File: src/ngh_pkg.sv
`timescale 1ns / 1ps
package ngh_pkg;
    localparam int ALPHABET   = 26;
    localparam int SQ_SIZE    = ALPHABET * ALPHABET;
    localparam int CUBE_SIZE  = ALPHABET * ALPHABET * ALPHABET;
    localparam int CNT_W      = 16;
    localparam int LET_W      = 5;
    localparam int BIN_W      = 15;
    localparam int THR_W      = 10;
    localparam int MONO_AW    = $clog2(ALPHABET);
    localparam int DI_AW      = $clog2(SQ_SIZE);
    localparam int TRI_AW     = $clog2(CUBE_SIZE);
    localparam logic [CNT_W-1:0] COUNT_MAX = 16'hFFFF;
    localparam logic [7:0] CHAR_A = 8'd65;
    localparam logic [7:0] CHAR_Z = 8'd90;
    localparam logic [9:0] PERMILLE = 10'd1000;
    localparam logic [THR_W-1:0] DI_THR_RST  = 10'd10;
    localparam logic [THR_W-1:0] TRI_THR_RST = 10'd4;
    localparam logic [TRI_AW-1:0] TRI_LAST = TRI_AW'(CUBE_SIZE - 1);

    typedef enum logic [1:0] {
        KIND_TEXT  = 2'd0,
        KIND_READ  = 2'd1,
        KIND_CLEAR = 2'd2,
        KIND_NONE  = 2'd3
    } kind_t;

    typedef enum logic [0:0] {
        REG_DI_THR  = 1'b0,
        REG_TRI_THR = 1'b1
    } reg_idx_t;

    typedef enum logic [1:0] {
        OP_LETTER = 2'd0,
        OP_READ   = 2'd1,
        OP_CLEAR  = 2'd2
    } op_t;

    // classified command handed from front to back
    typedef struct packed {
        op_t              op;
        logic [LET_W-1:0] letter;
        logic [1:0]       order;
        logic [BIN_W-1:0] bin;
    } cmd_t;
endpackage

File: src/ngh_front.sv
`timescale 1ns / 1ps
// Classifies items, drops non-letters and unused kinds, queues commands.
module ngh_front (
    input  logic          clk,
    input  logic          rst_n,
    input  logic          push,
    output logic          full,
    input  logic [1:0]    kind,
    input  logic [7:0]    text_byte,
    input  logic [1:0]    gram_order,
    input  logic [14:0]   bin_index,
    output logic          cmd_valid,
    output ngh_pkg::cmd_t cmd,
    input  logic          cmd_take
);
    import ngh_pkg::*;

    localparam int DEPTH = 4;
    localparam int PW = $clog2(DEPTH);

    cmd_t          q_reg [DEPTH];
    logic [PW-1:0] wp_reg, wp_next, rp_reg, rp_next;
    logic [PW:0]   cnt_reg, cnt_next;
    logic          keep;
    logic          wr;
    logic          rd;
    cmd_t          c_in;

    always_comb
    begin
        c_in.letter = LET_W'(text_byte - CHAR_A);
        c_in.order  = gram_order;
        c_in.bin    = bin_index;
        c_in.op     = OP_LETTER;
        keep        = 1'b0;
        unique case (kind_t'(kind))
            KIND_TEXT:
            begin
                c_in.op = OP_LETTER;
                keep    = (text_byte >= CHAR_A) && (text_byte <= CHAR_Z);
            end
            KIND_READ:
            begin
                c_in.op = OP_READ;
                keep    = 1'b1;
            end
            KIND_CLEAR:
            begin
                c_in.op = OP_CLEAR;
                keep    = 1'b1;
            end
            default: keep = 1'b0;
        endcase
    end

    assign full      = (cnt_reg == (PW+1)'(DEPTH));
    assign wr        = push && !full && keep;
    assign cmd_valid = (cnt_reg != '0);
    assign cmd       = q_reg[rp_reg];
    assign rd        = cmd_take && cmd_valid;
    assign wp_next   = wr ? wp_reg + 1'b1 : wp_reg;
    assign rp_next   = rd ? rp_reg + 1'b1 : rp_reg;
    assign cnt_next  = cnt_reg + (PW+1)'(wr) - (PW+1)'(rd);

    always_ff @(posedge clk)
    begin
        if (wr)
        begin
            q_reg[wp_reg] <= c_in;
        end
    end

    always_ff @(posedge clk or negedge rst_n)
    begin
        if (!rst_n)
        begin
            wp_reg  <= '0;
            rp_reg  <= '0;
            cnt_reg <= '0;
        end
        else
        begin
            wp_reg  <= wp_next;
            rp_reg  <= rp_next;
            cnt_reg <= cnt_next;
        end
    end
endmodule

File: config.mk
export PLATFORM = sky130hd
export DESIGN_NAME = ngh_front
export DESIGN_NICKNAME = d
export VERILOG_FILES = /design/src/ngh_pkg.sv /design/src/ngh_front.sv
export SDC_FILE = /design/constraint.sdc
export NUM_CORES = 1
export LEC_CHECK = 0
export BUFFER_PORTS_ARGS = -buffer_cell sky130_fd_sc_hd__buf_4
export CAP_MARGIN = 20
export CORE_MARGIN = 2
export CORE_UTILIZATION = 25
export CTS_CLUSTER_DIAMETER = 80
export DETAILED_ROUTE_END_ITERATION = 12
export GPL_TIMING_DRIVEN = 0
export SLEW_MARGIN = 40
export SYNTH_ARGS = -nofsm -noshare
export SYNTH_HDL_FRONTEND = slang
export SYNTH_SLANG_ARGS = --single-unit
export TNS_END_PERCENT = 10
File: constraint.sdc
create_clock -name clk -period 5.2 [get_ports clk]
set_input_delay 1.3 -clock clk [delete_from_list [all_inputs] [get_ports clk]]
set_output_delay 1.3 -clock clk [all_outputs]
set_load 0.02 [all_outputs]
Word-level counts from Yosys, hierarchy flattened
Memory sizes are Yosys's and may differ from the RTL's.
Cells that the tools add are included.
Widths: inputs -> output; s select.
- shifts and indexed selects: 0
- div/mod/pow operators: 0
- add/subtract/negate cells: 5
- eq/ne operators: 3
- magnitude comparators: 2
- reductions and logical operators: 8
- $mul: 0
- muxes and demuxes: 4
- bitwise operators: 0
- operators with widths (operator ; number):
    $ge 8x7->1 const B ; 1
    $le 8x7->1 const B ; 1
    $sub 5x1->5 const B ; 1
    $add 2x1->2 const B ; 2
    $logic_and 1x1->1 ; 4
    $pmux 2 s2 ; 1
    $add 3x1->3 ; 1
    $eq 3x3->1 const B ; 1
    $reduce_bool 3->1 ; 1
    $sub 3x1->3 ; 1
    $eq 2x1->1 const B ; 1
    $eq 2x2->1 const B ; 1
    $logic_not 2->1 ; 1
    $mux 1 ; 2
    $pmux 1 s2 ; 1
    $reduce_or 2->1 ; 1
    $logic_not 1->1 ; 1
- ROM bits: 0
- register bits after elaboration: 7
- RAM bits: 96
- latch bits: 0
- input port bits: 31
- memories kept: 1
- memory list (memory ; depth ; width ; rd ports ; clocked after memory_dff ; write ports ; RTL line ; RTL):
    q_reg ; 4 ; 24 ; 1 ; 0 ; 1 ; ngh_front.sv:21 ; cmd_t q_reg [DEPTH];

Depth between registers and ports, before layout
- depth in word-level cells: 6
- depth in mapped cells: 11
- depth with buffers taken out: 11

Worst setup path before layout
Ideal clock, no wire load.
- kind: input to register
- from: in kind[0]
- to: reg cnt_reg[2]
- setup slack: 1801 ps
- data required time: 5077 ps
- cell stages on the path: 11
- data arrival time: 3277 ps
- cell sequence: inv_1 ha_1 nor4bb_1 nor2_1 nor4_4 inv_1 ha_1 inv_1 ha_1 fa_1 xnor2_1
- cells in the longest elaborated chain, start to end: 6
- RTL lines (item ; RTL line ; RTL):
    start, declared ; ngh_front.sv:8 ; input logic [1:0] kind,
    $eq 2x2->1 or $eq 2x1->1 (tied branches) ; ngh_front.sv:36 ; unique case (kind_t'(kind))
    $reduce_or 2->1 (no line) ; n/a ;
    $pmux 1 s2 * ; ngh_front.sv:36 ;
    $logic_and 1x1->1 * ; ngh_front.sv:57 ; assign wr = push && !full && keep;
    $add 3x1->3 * ; ngh_front.sv:63 ; assign cnt_next = cnt_reg + (PW+1)'(wr) - (PW+1)'(rd);
    $sub 3x1->3 * ; ngh_front.sv:63 ;
    net cnt_next[2] ; ngh_front.sv:23 ; logic [PW:0] cnt_reg, cnt_next;
    end signal, assigned ; ngh_front.sv:85 ; cnt_reg <= cnt_next;
    end, declared ; ngh_front.sv:23 ;
Mark *: on every way through the listed nets, which the timed path passes. The rest lies on a longest branch.
A chain may end at the register's enable or synchronous reset.

==> impl_metrics.json <==
{
  "dp_cells": 458,
  "fin_tns_setup_ns": 0,
  "setup.worst_path.class": "reg2out",
  "drtIter0Drc": 103,
  "clkPwrFrac": 0.246,
  "post_drt_wl_per_cell_um": 16.0,
  "largest_reg_flops": 96,
  "post-place-ws_ns": 1.47,
  "nets": 298,
  "cp_slowest_cell": "clkbuf_1",
  "p_leak_nw": 1.77,
  "syn-num-nets": 231,
  "path_cells": "clkbuf_1 -> clkbuf_1 -> mux4_2 -> buf_4",
  "swShare": 0.309,
  "seqPwrFrac": 0.416,
  "vias_per_cell": 4.02,
  "slew_viol_final": 0,
  "max_slew_margin": 0.491,
  "drive_above_1_share": 0.419,
  "combPwrFrac": 0.338,
  "dp_hpwl_um": 4750,
  "grt_antenna_before_repair": 0,
  "crit_fanout": 10,
  "vias": 1907,
  "path_delay_family": "buffers and inverters",
  "finalWorstPathRequiredPeriod_ns": 3.59,
  "grt_use_total": 0.0939,
  "cts_tree": "done",
  "overflow": 0,
  "worstPathRequired_ns": 3.90,
  "rows": 46,
  "setup_ws_ns": 1.61,
  "status": "finished, final reports clean",
  "vdd_drop_max_uv": 209,
  "whs_ns": 0.533,
  "avgSynthCellArea_um2": 22.0,
  "power_mw": 2.49,
  "firstDrtPassIters": 4,
  "grt_pass1_vias": 2124,
  "clock-root-buffer": "clkbuf_16",
  "p_int_mw": 1.72,
  "max_freq_mhz": 279,
  "crit_buf_inv": 3,
  "start_util": 0.256,
  "final_cells": 474,
  "antenna_cells": 0,
  "cts_buffers": 9,
  "grt_max_degree": 25,
  "clkSinkCount": 103,
  "setup_viol": 0,
  "grt_pass1_wl_um": 11900,
  "cts_hold_buf": 0,
  "wl_um": 7590,
  "ys_ff_latch": 103,
  "yosys_warnings": 0,
  "start_kind": "flip-flop",
  "die_h_um": 132,
  "place_area_um2": 4780,
  "num_io_pins": 57,
  "fin_area_um2": 5040,
  "post_cts_resize_count": 0,
  "port_buffers": 56,
  "cp_slowest_stage_delay_ns": 0.61,
  "syn_inst": 186,
  "yosysUniqueCellTypes": 25,
  "die-area_um2": 17400,
  "powerDensity_nw_per_um2": 493,
  "ant_nets": 0,
  "core-area_um2": 15900,
  "worst_pin_slew_ns": 0.763,
  "rsz0062_at_grt": "false",
  "clk_pin_slew_ns": 0.07,
  "fin_util": 0.316,
  "drv_cap": 0,
  "post-cts-setup-buffer-count": 0,
  "netlist_area_um2": 4090,
  "skew_ns": 0.00952,
  "finalHoldViolCount": 0,
  "area_growth_pct": 23.4,
  "worst_path_most_repeated_cell": "clkbuf_1",
  "cp-end-kind": "output port",
  "place_congestion": 0.667,
  "die_w_um": 132,
  "yosysSeqAreaShare": 0.749,
  "clock_latency_ns": 0.35,
  "hold_path.class": "reg2reg",
  "period_share": 0.690,
  "p_switching_uw": 768,
  "crit_arrival_ns": 2.29,
  "htree_levels": 3,
  "drc_errors": 0,
  "clockBufferDepth": 2
}
## routing by layer
layer / vias up / track usage / wire (um)
met4: 0 / 0.0417 / 153
li1: 871 / - / -
met3: 12 / 0.0311 / 345
met2: 42 / 0.159 / 3890
met5: - / 0 / 0
met1: 982 / 0.108 / 3210
## cell families after synthesis
group           count (synthesis)  synth area share
fa+ha+maj                      14            0.0447
mux                            25             0.136
compound gates                  1           0.00184
buf+inv                        18            0.0175
flops                         103             0.749
xor+xnor                        8            0.0171
simple gates                   17            0.0343
## power groups by stage
stage               Sequential [mW]  Clock, mW  Combinational, mW
global route                   1.04      0.668              0.919
floorplan                      1.04          0              0.556
global placement               1.05          0              0.859
finish                         1.03      0.612              0.840
detailed placement             1.05          0              0.872
CTS                            1.04      0.635              0.874
## worst paths after layout
kind | from | endpoint | slack, ns | depth (start not counted)
hold / removal | cnt_reg[0] | cnt_reg[0] | 0.53 | 1
setup / recovery | rp_reg[1] | cmd[4] | 1.61 | 4
setup reg to reg | cnt_reg[2] | cnt_reg[2] | 2.71 | 9
max in group asynchronous | rst_n | cnt_reg[1] | 4.32 | 1
min in group asynchronous | rst_n | cnt_reg[0] | 0.75 | 1
hold reg to reg | cnt_reg[0] | cnt_reg[0] | 0.53 | 1
## area by class of cell
| type | instances | area (um^2) |
|---|---|---|
| fill | 1557 | 10900 |
| sequential | 103 | 3060 |
| multi-input combinational | 65 | 956 |
| timing repair buffer | 56 | 420 |
| tap | 216 | 270 |
| clock buffer | 9 | 225 |
| inverter | 12 | 45.0 |
| clock inverter | 7 | 40.0 |
| buffer | 6 | 26.3 |
## cell usage after synthesis (all sizes together)
master | count | area [um^2]
nand2 | 2 | 7.51
xor2 | 4 | 35.0
nor4 | 2 | 33.8
mux4 | 24 | 541
or3 | 1 | 7.51
mux2 | 1 | 15.0
nor3b | 1 | 7.51
nor4bb | 1 | 10.0
and2 | 5 | 36.3
or3b | 2 | 20.0
xnor2 | 4 | 35.0
buf | 3 | 15.0
nor2 | 1 | 3.75
ha | 13 | 163
a211oi | 1 | 7.51
edfxtp | 96 | 2880
dfrtp | 7 | 175
fa | 1 | 20.0
inv | 12 | 45.0
nor3 | 1 | 5.00
clkbuf | 3 | 11.3
or2b | 1 | 8.76
## cell usage in the layout, fill, tap and decap left out, types with 2 or more instances in the layout
master     instances
and2_2             4
mux4_2            24
edfxtp_1          96
clkinv_2           4
buf_4             56
buf_2              3
inv_1             12
xor2_1             4
xnor2_1            4
ha_1              13
dfrtp_1            7
clkbuf_1           3
nand2_1            2
clkbuf_16          9
No activity file was read; power rests on OpenSTA's default activity.
