--- config.mk ---
export PLATFORM = sky130hd
export DESIGN_NAME = ngh_cfg
export DESIGN_NICKNAME = d
export VERILOG_FILES = /design/src/ngh_pkg.sv /design/src/ngh_cfg.sv
export SDC_FILE = /design/constraint.sdc
export NUM_CORES = 1
export LEC_CHECK = 0
export BUFFER_PORTS_ARGS = -buffer_cell sky130_fd_sc_hd__buf_2
export CAP_MARGIN = 15
export CORE_MARGIN = 2
export CORE_UTILIZATION = 42
export CTS_BUF_LIST = sky130_fd_sc_hd__clkbuf_2 sky130_fd_sc_hd__clkbuf_4 sky130_fd_sc_hd__clkbuf_8
export DETAILED_ROUTE_END_ITERATION = 6
export MAX_ROUTING_LAYER = met4
export PLACE_DENSITY = 0.73
export SLEW_MARGIN = 0
export SYNTH_ARGS = -nofsm -noshare
export SYNTH_HDL_FRONTEND = slang
export SYNTH_SLANG_ARGS = --single-unit
export TNS_END_PERCENT = 20
--- constraint.sdc ---
create_clock -name clk -period 0.9 [get_ports clk]
set_input_delay 0.18 -clock clk [delete_from_list [all_inputs] [get_ports clk]]
set_output_delay 0.18 -clock clk [all_outputs]
set_load 0.005 [all_outputs]
--- src/ngh_pkg.sv ---
`timescale 1ns / 1ps
package ngh_pkg;
    localparam int ALPHABET   = 26;
    localparam int SQ_SIZE    = ALPHABET * ALPHABET;
    localparam int CUBE_SIZE  = ALPHABET * ALPHABET * ALPHABET;
    localparam int CNT_W      = 16;
    localparam int LET_W      = 5;
    localparam int BIN_W      = 15;
    localparam int THR_W      = 10;
    localparam int MONO_AW    = $clog2(ALPHABET);
    localparam int DI_AW      = $clog2(SQ_SIZE);
    localparam int TRI_AW     = $clog2(CUBE_SIZE);
    localparam logic [CNT_W-1:0] COUNT_MAX = 16'hFFFF;
    localparam logic [7:0] CHAR_A = 8'd65;
    localparam logic [7:0] CHAR_Z = 8'd90;
    localparam logic [9:0] PERMILLE = 10'd1000;
    localparam logic [THR_W-1:0] DI_THR_RST  = 10'd10;
    localparam logic [THR_W-1:0] TRI_THR_RST = 10'd4;
    localparam logic [TRI_AW-1:0] TRI_LAST = TRI_AW'(CUBE_SIZE - 1);

    typedef enum logic [1:0] {
        KIND_TEXT  = 2'd0,
        KIND_READ  = 2'd1,
        KIND_CLEAR = 2'd2,
        KIND_NONE  = 2'd3
    } kind_t;

    typedef enum logic [0:0] {
        REG_DI_THR  = 1'b0,
        REG_TRI_THR = 1'b1
    } reg_idx_t;

    typedef enum logic [1:0] {
        OP_LETTER = 2'd0,
        OP_READ   = 2'd1,
        OP_CLEAR  = 2'd2
    } op_t;

    // classified command handed from front to back
    typedef struct packed {
        op_t              op;
        logic [LET_W-1:0] letter;
        logic [1:0]       order;
        logic [BIN_W-1:0] bin;
    } cmd_t;
endpackage

--- src/ngh_cfg.sv ---
`timescale 1ns / 1ps
// Threshold registers.
module ngh_cfg (
    input  logic       clk,
    input  logic       rst_n,
    input  logic       cfg_valid,
    output logic       cfg_ready,
    input  logic       cfg_index,
    input  logic [9:0] cfg_data,
    output logic [9:0] di_thr,
    output logic [9:0] tri_thr
);
    import ngh_pkg::*;

    logic [THR_W-1:0] di_reg, tri_reg;

    assign cfg_ready = 1'b1;
    assign di_thr    = di_reg;
    assign tri_thr   = tri_reg;

    always_ff @(posedge clk or negedge rst_n)
    begin
        if (!rst_n)
        begin
            di_reg  <= DI_THR_RST;
            tri_reg <= TRI_THR_RST;
        end
        else if (cfg_valid)
        begin
            unique case (reg_idx_t'(cfg_index))
                REG_DI_THR:  di_reg  <= cfg_data;
                REG_TRI_THR: tri_reg <= cfg_data;
                default:     di_reg  <= di_reg;
            endcase
        end
    end
endmodule
==> Word level (Yosys, flattened, before mapping) <==
Index checks and enable logic that the tools add are counted.
{ "word_totals": {"elab_cells": 5, "regBits": 20} }
{ "classes": {"n_bitwise": 1, "n_reduce_logical": 2} }
{ "op_table": {"columns": ["op", "count"], "rows": [
  ["$reduce_and 2->1", 2],
  ["$not 1->1", 1]
]} }

==> Longest topological paths before layout <==
Gate-level depths: netlist of the first run.
{ "depth": {"word_depth": 2, "ltp_mapped": 3} }

==> Worst setup path before layout of the first run <==
OpenSTA, ideal clock, no wires.
{ "synth_timing": {"kind": "in2reg", "startpoint": "input port cfg_valid", "endpoint": "register di_reg[0] (netlist: di_thr[0])", "slack_ns": 0.031, "setup_time_ns": 0.125, "required_time_ns": 0.775, "arrival_ns": 0.744, "path_stages": 3, "cell_sequence": "nor2b_4 > buf_6 > mux2_2"} }
{ "synth_between": {"elab_chain_cells": 1} }
{ "synth_lines": {"columns": ["item", "line_no", "text"], "rows": [
  ["from (decl)", "ngh_cfg.sv:6", "input logic cfg_valid,"],
  ["$reduce_and 2->1 (no source line)", null, null],
  ["to (signal assigned)", "ngh_cfg.sv:31", "REG_DI_THR: di_reg <= cfg_data;"],
  ["to (signal assigned)", "ngh_cfg.sv:33", "default: di_reg <= di_reg;"],
  ["to (decl)", "ngh_cfg.sv:15", "logic [THR_W-1:0] di_reg, tri_reg;"]
]} }
No other way between the ends.
A chain may end at the register's enable or synchronous reset.

==> Worst setup path after layout of the first run <==
{ "layout_timing": {"startpoint": "register di_reg[3] (netlist: di_thr[3])", "endpoint": "output port di_thr[3]"} }
{ "layout_rtl": {"columns": ["item", "line_no", "text"], "rows": [
  ["to (decl)", "ngh_cfg.sv:10", "output logic [9:0] di_thr,"]
]} }
No word-level cell between the ends.

==> results_dict.tcl, run 1 <==
set metrics [dict create \
    outcome "finished, violations left" \
    failed_checks "setup timing" \
    slowest_stage "dfstp_2" \
    tns_ns -2.065 \
    worstSetupEndpointType "primary output" \
    power_density_nw_per_um2 2112 \
    crit_fanout 2 \
    post-cts-setup-buffer-count 0 \
    hpwl_um 978.3 \
    synth_top_area_share_pct 55.11 \
    slowest_delay_ns 0.56 \
    drc 0 \
    finalCritPeriodShare_pct 123.8 \
    critPathTopFamily "flip-flops" \
    finalWirelength_mm 1.303 \
    grt_max_degree 21 \
    power_w 0.002193 \
    rsz0062_at_grt "true" \
    viasPerCell 4.664 \
    place_area_um2 969.7 \
    final_util_pct 60.14 \
    timing.final.ws_setup_ns -0.2138 \
    cp.arrival_ns 0.93 \
    core_area_um2 1727 \
    hold_viol_final 0 \
    antennaDiodeCount 0 \
    finalMaxSlewViolations 0 \
    synth_common_cells "mux2_2 (20), dfrtp_1 (17), dfstp_2 (3)" \
    syn_inst 45 \
    clk_pin_slew_ns 0.11 \
    postLayoutCellArea_um2 1039 \
    synth-edff-count 0 \
    hold_path.startpoint "cfg_data[8]" \
    ys.flop_type "dfrtp_1" \
    syn-num-nets 59 \
    synthMostInstantiatedCell "mux2_2" \
    antenna_found_initial 0 \
    ys_async_sr_fraction_pct 100.0 \
    maxCapViolations 0 \
    layout-drive-gt1-share_pct 76.83 \
    skew_ns 0 \
    setup_viol 20 \
    ir_drop_uv 1203 \
    post_drt_wl_per_cell_um 12.18 \
    grt_pass1_wl_mm 1.918 \
    synth-seq-area-share_pct 65.32 \
    overflow 0 \
    insertion_delay_ns 0.29 \
    die_h_um 46.87 \
    fmax_ghz 0.8978 \
    crit_buf_inv 1 \
    cts_num_sinks 20 \
    min_period_ns 1.114 \
    areaGrowthSynthToFinish_pct 34.52 \
    drt_iter0_drc 0 \
    yosys.area.top_type "dfrtp_1" \
    postSynthAreaPerCell_um2 17.16 \
    die_area_um2 2197 \
    cts_root_buf "clkbuf_4" \
    synth_cell_types 8 \
    reg2reg_from "tri_thr[8]" \
    path_cells "buf_6" \
    first_global_vias 464 \
    htree_levels 1 \
    ys_warn_count 0 \
    synth_area_leaders "dfrtp_1 (55%), mux2_2 (29%), dfstp_2 (10%)" \
    cts_buffer_depth 2 \
    leakagePower_nw 0.4971 \
    fin_nets 97 \
    port_buffers 33 \
    place.gp.congestion 0.5978 \
    critPathLaunch "di_thr[3]" \
    cts_tree "done" \
    fp-row-count 15 \
    die_w_um 46.87 \
    track_usage_pct 13.67 \
    synth-seq-cells 20 \
    place_ws_ns -0.1442 \
    cp-start-kind "register" \
    hold_path_class "in2reg" \
    drt_pass1_iterations 1 \
    worstSetupPathType "reg2out" \
    postRouteAntennaNets 0 \
    dr_total_vias 499 \
    start_util_pct 44.71 \
    syn-cell-area_um2 772.0 \
    critPathRequiredTime_ns 0.72 \
    io_pins 35 \
    cts_buffers 3 \
]
## final timing paths
kind	end	slack, ns	cells after the start
worst min register to register	di_thr[8]	0.51	1
max in group asynchronous	di_thr[3]	0.22	2
worst min-delay path	di_thr[8]	0.12	2
min in group asynchronous	di_thr[2]	0.35	2
worst max register to register	tri_thr[8]	0.13	1
worst max-delay path	di_thr[3]	-0.21	1
## logic make-up after synthesis
group | share of synthesized area, %
buffers and inverters | 2.431
flip-flops | 65.32
AND/OR/NAND/NOR | 2.593
other | 0.4858
multiplexers | 29.17
## layout by cell type (no fill, tap or decap), drive strengths merged
| cell type | instances |
|---|---|
| dfrtp | 17 |
| bufinv | 1 |
| dlygate4sd3 | 1 |
| conb | 1 |
| nand2 | 1 |
| mux2 | 20 |
| clkbuf | 3 |
| buf | 34 |
| dfstp | 3 |
| nor2b | 1 |
## flip-flops by register name (all words and copies together), names as in the netlist
| signal | flops |
|---|---|
| di_thr | 10 |
| tri_thr | 10 |
## final cells by class
type                       instances  area (um2)
multi-input combinational         23       249.0
timing repair buffer              35       201.4
tap                               25       31.28
clock inverter                     1       30.03
sequential                        20       504.2
fill                             160       688.2
clock buffer                       3       22.52
## metal layers
layer  part of all wire (%)  routed length, um  vias up  track usage (%)
met5                      0                  0        -                -
met4                    2.6                 34        0            10.00
met1                     42                548      241            14.94
met3                    6.4                 83        4            2.308
met2                     49                637       24            22.19
li1                       -                  -      230                -
## power breakdown
group / switching (W) / internal [W] / leakage, nW / total, W
registers: 0.0000606 / 0.00104 / 0.231 / 0.00111
logic: 0.000144 / 0.000238 / 0.238 / 0.000381
clock network: 0.000257 / 0.000450 / 0.0279 / 0.000707
## repair_timing
item | in CTS | in global routing
endpoints found under the setup margin | 20 | 20
hold buffers | 1 | 0
gates resized for setup | 0 | 1
hold endpoints to repair | 17 | 0
cloned | 0 | 0
## through the flow
stage | std cells | hold WS (ns)
floorplan | 45 | -0.1156
global placement | 102 | 0.1415
detailed placement | 102 | 0.1392
CTS | 107 | 0.1163
global route | 107 | 0.1141
finish | 107 | 0.1242
Power figures use the tool's default switching activity.
==> run 2, diff against run 1 <==
- clock period: 0.9 -> 1.2 ns (I/O delays scaled with it)
==> run 2 against run 1 <==
The flow now finishes without violations. Worst setup slack better by 0.24 ns. Global-route usage fell by 0.38 points. Register-to-register slack improved by 0.31 ns. Via count decreased by 4.0%. Die area unchanged. Critical path depth did not move. Sequential share of layout area up 1.8 points. Final cell count fell by 0.93%. Flip-flop and latch count is the same. Utilization fell by 2.1 points. Critical endpoint unchanged. Clock-buffer cell count rose by 1. Hold slack better by 0.062 ns.
==> results_dict.tcl, run 2 (synthesis results as in run 1) <==
set metrics [dict create \
    outcome "finished clean" \
    grt_max_degree 21 \
    reg2reg_from "tri_thr[9]" \
    hold_viol_final 0 \
    cts_buffer_depth 2 \
    power.switching_w 0.0003433 \
    place_area_um2 949.7 \
    core_area_um2 1727 \
    post-cts-setup-buffer-count 0 \
    drc 0 \
    worstSetupEndpointType "primary output" \
    critPathLaunch "di_thr[3]" \
    rsz0062_at_grt "true" \
    first_global_vias 455 \
    drt_iter0_drc 1 \
    cp.arrival_ns 0.94 \
    skew_ns 0 \
    hpwl_um 933 \
    power.share.switching_pct 23.15 \
    seqPwrFrac_pct 55.8 \
    insertion_delay_ns 0.29 \
    fp-row-count 15 \
    hold_ws_ns 0.1858 \
    die_w_um 46.87 \
    p_comb_share_pct 18.7 \
    track_usage_pct 13.28 \
    fin_nets 96 \
    postLayoutCellArea_um2 1002 \
    layout-drive-gt1-share_pct 76.54 \
    post_drt_wl_per_cell_um 12.00 \
    hold_path_class "in2reg" \
    postRouteAntennaNets 0 \
    htree_levels 1 \
    path_cells "buf_2" \
    critPathRequiredTime_ns 0.96 \
    crit_fanout 2 \
    cp-start-kind "register" \
    maxCapViolations 0 \
    cts_tree "done" \
    viasPerCell 4.519 \
    areaGrowthSynthToFinish_pct 29.82 \
    crit_buf_inv 1 \
    place.gp.congestion 0.6110 \
    antennaDiodeCount 0 \
    overflow 0 \
    port_buffers 33 \
    finalCritPeriodShare_pct 97.93 \
    finalWirelength_mm 1.272 \
    multiInputGateArea_um2 249.0 \
    grt_pass1_wl_mm 1.890 \
    finalMaxSlewViolations 0 \
    min_period_ns 1.175 \
    setup_viol 0 \
    start_util_pct 44.71 \
    register_area_um2 504.2 \
    io_pins 35 \
    drt_pass1_iterations 2 \
    layout_common_cells "buf_2 (32), mux2_2 (20), dfrtp_1 (17), clkbuf_4 (3), dfstp_2 (3)" \
    cts_buffers 3 \
    fmax_ghz 0.8509 \
    antenna_found_initial 0 \
    die_h_um 46.87 \
    power_w 0.001483 \
    critPathTopFamily "flip-flops" \
    p_int_w 0.001140 \
    clkPwrFrac_pct 25.5 \
    clk_pin_slew_ns 0.11 \
    worstSetupPathType "reg2out" \
    cts_num_sinks 20 \
    fillers 155 \
    cts_root_buf "clkbuf_4" \
    slowest_delay_ns 0.54 \
    dr_total_vias 479 \
    slowest_stage "dfstp_2" \
    die_area_um2 2197 \
    hold_path.startpoint "cfg_data[2]" \
    ir_drop_uv 1098 \
    layout_commonest_cell "buf_2" \
    power_density_nw_per_um2 1480 \
    leakagePower_nw 0.4814 \
]
[run 2: cell count changes in the layout (fill, tap and decap cells not counted)]
cell       change
clkbuf_8       +1
bufinv_16      -1
buf_12         -1
[run 2: worst paths after layout]
path | to | slack (ns) | depth (start not counted)
setup / recovery | di_thr[3] | 0.02 | 1
hold / removal | tri_thr[2] | 0.19 | 2
setup reg to reg | tri_thr[9] | 0.44 | 1
hold reg to reg | tri_thr[1] | 0.51 | 1
max in group asynchronous | di_thr[1] | 0.46 | 2
min in group asynchronous | tri_thr[3] | 0.40 | 2
[run 2: routing by layer]
metal	part of all wire, %	up-vias	GRT usage [%]
li1	-	225	-
met1	47	230	15.48
met2	45	22	20.27
met3	6.8	2	3.462
met4	1.8	0	8.333
met5	0	-	-
[run 2: timing repair]
item                                   in CTS  in global routing
hold buffers                                1                  0
setup endpoints to repair                   0                  3
gates resized for setup                     0                  1
endpoints found under the hold margin      17                  0
[run 2: area by class of cell]
class	instances	share of cell area (%)
clock buffer	4	3.620
multi-input combinational	23	24.84
sequential	20	50.31
tap	25	3.121
timing repair buffer	34	18.10
[run 2: power groups by stage]
stage,Clock [W],Sequential (W),Combinational [W]
6_report,0.000378,0.000828,0.000277
5_1_grt,0.000428,0.000839,0.000309
4_1_cts,0.000395,0.000828,0.000278
3_5_place_dp,0,0.000840,0.000276
3_3_place_gp,0,0.000838,0.000270
2_1_floorplan,0,0.000852,0.000117
[run 2: metrics by stage]
stage	std cells	worst slack (ns)	setup TNS, ns	util (%)
floorplan	45	0.2713	0	-
global placement	101	0.06017	0	55.00
detailed placement	101	0.04437	0	55.00
CTS	106	0.01213	0	57.68
global route	106	-0.01760	-0.04644	58.04
finish	106	0.02482	0	58.04
